**src/sv/plbp_sqrt.sv**
```systemverilog
// plbp_sqrt: pipelined integer square root, one result bit per stage,
// floor of the root; no package dependency
`default_nettype none

module plbp_sqrt #(
	parameter int IW = 34
) (
	input  wire logic                  clk,
	input  wire logic                  en,
	input  wire logic [IW-1:0]         x,
	output logic [(IW+1)/2-1:0]        root
);

	localparam int OW = (IW + 1) / 2;
	localparam int XW = 2 * OW;
	localparam int RW = OW + 3;

	logic [RW-1:0] rem_s  [OW];
	logic [OW-1:0] root_s [OW];
	logic [XW-1:0] x_s    [OW];

	for (genvar k = 0; k < OW; k++) begin : g_stage
		logic [RW-1:0] rem_in;
		logic [OW-1:0] root_in;
		logic [XW-1:0] x_in;
		logic [RW-1:0] cur;
		logic [RW-1:0] trial;
		logic          ge;

		if (k == 0) begin : g_first
			assign rem_in  = '0;
			assign root_in = '0;
			assign x_in    = XW'(x);
		end else begin : g_next
			assign rem_in  = rem_s[k-1];
			assign root_in = root_s[k-1];
			assign x_in    = x_s[k-1];
		end

		// bring down the next two radicand bits and try root*4+1
		assign cur   = {rem_in[RW-3:0], x_in[XW-1 -: 2]};
		assign trial = RW'({root_in, 2'b01});
		assign ge    = (cur >= trial);

		always_ff @(posedge clk) begin
			if (en) begin
				rem_s[k]  <= ge ? (cur - trial) : cur;
				root_s[k] <= {root_in[OW-2:0], ge};
				x_s[k]    <= x_in << 2;
			end
		end
	end

	assign root = root_s[OW-1];

endmodule

`default_nettype wire

```
**config.mk**
```make
export PLATFORM = sky130hd
export DESIGN_NAME = plbp_sqrt
export DESIGN_NICKNAME = d
export VERILOG_FILES = /design/src/sv/plbp_sqrt.sv
export SDC_FILE = /design/constraint.sdc
export NUM_CORES = 1
export LEC_CHECK = 0
export BUFFER_PORTS_ARGS = -buffer_cell sky130_fd_sc_hd__buf_2
export CORE_AREA = 4 4 247 273
export CTS_CLUSTER_DIAMETER = 100
export DETAILED_ROUTE_END_ITERATION = 10
export DIE_AREA = 0 0 251 277
export GPL_ROUTABILITY_DRIVEN = 0
export MAX_ROUTING_LAYER = met4
export PLACE_DENSITY = 0.65
export SKIP_LAST_GASP = 1
export SLEW_MARGIN = 20
export SYNTH_ARGS = -nofsm -noshare
export SYNTH_HDL_FRONTEND = slang
export SYNTH_SLANG_ARGS = --single-unit
```
**constraint.sdc**
```tcl
create_clock -name clk -period 7.6 [get_ports clk]
set_clock_uncertainty 0.15 [all_clocks]
set_input_delay 0.38 -clock clk [delete_from_list [all_inputs] [get_ports clk]]
set_output_delay 0.38 -clock clk [all_outputs]
set_load 0.1 [all_outputs]
```
==> impl_metrics.env <==
export IMPL_outcome="finished, final reports clean"
export IMPL_io_pins=53
export IMPL_final_max_slew_violation_count=0
export IMPL_yosys_warnings=0
export IMPL_cts_buffer_depth=3
export IMPL_vias=18941
export IMPL_antenna_found_initial=0
export IMPL_synth_most_common_cell="edfxtp_1"
export IMPL_end_kind="flop"
export IMPL_pwr_share_clk_pct=34.0
export IMPL_leakagePower_nw=13.74
export IMPL_synthXorXnorAreaFrac_pct=5.148
export IMPL_drtPass1Iterations=5
export IMPL_cts_root_buf="clkbuf_16"
export IMPL_grt_ovfl_total=0
export IMPL_ir_worst_vdd_v=0.0001913
export IMPL_hold_end="x_s[0][191]"
export IMPL_p_comb_share_pct=15.7
export IMPL_synth_area_mm2=0.03215
export IMPL_ctsResizeCount=0
export IMPL_syn_nets=2618
export IMPL_track_usage_pct=16.39
export IMPL_clk_latency_ns=0.60
export IMPL_fin_cells=3456
export IMPL_layout_drive_gt1_share_pct=9.555
export IMPL_syn_avg_cell_area_um2=13.34
export IMPL_cts_sinks=693
export IMPL_yosysTopAreaCell="edfxtp_1"
export IMPL_final_nets=2757
export IMPL_dieArea_mm2=0.06953
export IMPL_core_area_mm2=0.06462
export IMPL_hpwl_um=38710
export IMPL_worst_setup_path_start_kind="flop"
export IMPL_r2r_start="rem_s[0][203]"
export IMPL_holdWs_ns=0.2570
export IMPL_path_cells="ha_1 -> a211oi_1 -> nor2_1 -> o311ai_1 -> nor3b_2 -> inv_1 -> mux2_2"
export IMPL_synth_common_cells="edfxtp_1 (693), inv_1 (206), nor2_1 (172)"
export IMPL_synthCells=2411
export IMPL_ys_ff_latch=693
export IMPL_synth_edf_count=693
export IMPL_synth_seq_area_share_pct=64.72
export IMPL_hp_class="reg -> reg"
export IMPL_grt_max_degree=166
export IMPL_regToRegSetupSlack_ns=3.97
export IMPL_tightestPinTransition_ns=1.070
export IMPL_synth_top_family_by_area="simple AND/OR/NAND/NOR gates"
export IMPL_worst_endpoint_arrival_ns=3.83
export IMPL_hold_violations=0
export IMPL_synth_ff_type="edfxtp_1"
export IMPL_cts_tree="done"
export IMPL_drc=0
export IMPL_die_y_um=277
export IMPL_cpMaxStageDelayCell="nor3b_2"
export IMPL_post_route_min_period_ns=3.630
export IMPL_hold_path_depth=0
export IMPL_post_drt_via_cell_ratio=5.481
export IMPL_setup_viol_count_final=0
export IMPL_fmax_mhz=275.5
export IMPL_ant_nets=0
export IMPL_critPathKind="reg -> reg"
export IMPL_rr_endpoint="rem_s[0][229]"
export IMPL_io_buffers=52
export IMPL_critPathRequiredTime_ns=7.80
export IMPL_synth_area_mux_share_pct=1.950
export IMPL_ys_top_cells_by_area="edfxtp_1 (65%), ha_1 (6.7%), xnor2_1 (2.7%), xor2_1 (2.4%), inv_1 (2.4%)"
export IMPL_initialDrtViolationCount=1249
export IMPL_cts_buffers=73
export IMPL_synth_top_area_share_pct=64.72
export IMPL_synthArstFlopShare_pct=0
export IMPL_r2r_cells=7
export IMPL_diodes=0
export IMPL_netlist_cell_type_count=80
export IMPL_hp_start="x_s[0][157]"
export IMPL_synth_simple_area_share_pct=9.468
export IMPL_finalWirelength_um=55840
export IMPL_synth_compound_area_share_pct=9.188
export IMPL_die_w_um=251
export IMPL_path_clk_slew_ns=0.06
export IMPL_crit_path_max_incr_delay_ns=0.91
export IMPL_crit_path_max_fanout=17
export IMPL_cts_max_level=3
export IMPL_powerDensity_mw_per_mm2=273.4
export IMPL_grt_pass1_vias=18900
export IMPL_grt_pass1_wl_um=92630
export IMPL_swShare_pct=25.65
export IMPL_p_seq_share_pct=50.3
export IMPL_switching_power_mw=2.533
export IMPL_drv_cap=0
export IMPL_relSlewSlack_pct=28.66
export IMPL_tns_ns=0
export IMPL_dpl_cell_count=3288
export IMPL_synthAdderAreaFrac_pct=6.654
export IMPL_p_int_mw=7.340
export IMPL_rsz0062_at_grt="no"
export IMPL_rows=98
export IMPL_period_share_pct=47.76
export IMPL_routedWlPerCell_um=16.16
export IMPL_start_util_pct=49.76
export IMPL_syn_to_final_growth_pct=12.32
export IMPL_fill_cells=5126
-- cell type report --
cell class / count / area (um2) / area share, %
Clock inverter: 44 / 372.9 / 1.033
Tap cell: 850 / 1064 / 2.945
Timing Repair Buffer: 96 / 733.2 / 2.030
Clock buffer: 87 / 1901 / 5.263
Multi-Input combinational cell: 1480 / 10460 / 28.96
Sequential cell: 693 / 20810 / 57.63
Inverter: 206 / 773.2 / 2.141
-- power by group through the flow --
stage	sequential, mW	clock (mW)	combinational [mW]
after global routing	5.00	3.65	1.74
after floorplan	4.98	0	1.13
after detailed placement	5.05	0	1.51
after CTS	4.97	3.47	1.54
after global placement	5.04	0	1.47
final	4.97	3.36	1.55
-- repair_timing --
| item | in CTS | in global routing |
|---|---|---|
| setup endpoints to repair | 0 | 0 |
| hold buffers | 35 | 0 |
| endpoints found under the hold margin | 35 | 0 |
| buffers inserted | 0 | 0 |
-- sequential cells by signal (all words and copies together) (netlist names) --
register  cells
rem_s       268
root_s      153
x_s         272
-- how the worst max path moves through the flow --
| stage | startpoint | end | slack [ns] | cells past startpoint |
|---|---|---|---|---|
| 5_1_grt | rem_s[0][204] | rem_s[0][229] | 3.61 | 7 |
| 3_5_place_dp | rem_s[0][249] | rem_s[0][269] | 3.91 | 6 |
| 6_report | rem_s[0][203] | rem_s[0][229] | 3.97 | 7 |
| 4_1_cts | rem_s[0][249] | rem_s[0][269] | 3.92 | 6 |
| 2_1_floorplan | rem_s[0][227] | rem_s[0][250] | 4.78 | 7 |
| 3_3_place_gp | rem_s[0][203] | rem_s[0][229] | 4.10 | 7 |
-- cells in the final DEF, fill, tap and decap left out, types with 53 or more instances in the layout --
cell	Yosys	routed
xnor2_1	100	100
nand2_1	132	132
nor3_1	53	53
nor2_1	172	172
edfxtp_1	693	693
clkbuf_16	0	74
xor2_1	89	89
inv_1	206	206
ha_1	171	171
o21ai_0	115	115
a21oi_1	121	121
-- cells by family after synthesis --
family / Yosys count
flops: 693
buf+inv: 238
mux: 56
simple gates: 602
fa+ha+maj: 171
compound gates: 461
xor+xnor: 189
other cells: 1
-- through the flow --
step	setup slack [ns]	power, mW	cell area [um2]	utilization (%)
after global placement	4.098	6.504	33460	51.78
after detailed placement	3.910	6.566	33460	51.78
after CTS	3.918	9.982	36080	55.84
final	3.970	9.873	36110	55.88
after global routing	3.614	10.39	36110	55.88
after floorplan	4.777	6.112	32150	-
-- critical path, delay by kind of cell, from the launching register on --
family                     cells  cell delay (ns)
AOI/OAI and AO/OA              2             0.62
and+or+nand+nor                2             1.02
adders and majority gates      1             0.39
DFF                            1             0.39
muxes                          1             0.38
buffers and inverters          1             0.44
-- metal layers --
layer  track usage [%]  wire (um)
met5                 -          0
met3             2.912       2434
met1             19.92      23510
met2             28.20      28560
met4             4.851       1333
No activity file was read; power rests on OpenSTA's default activity.
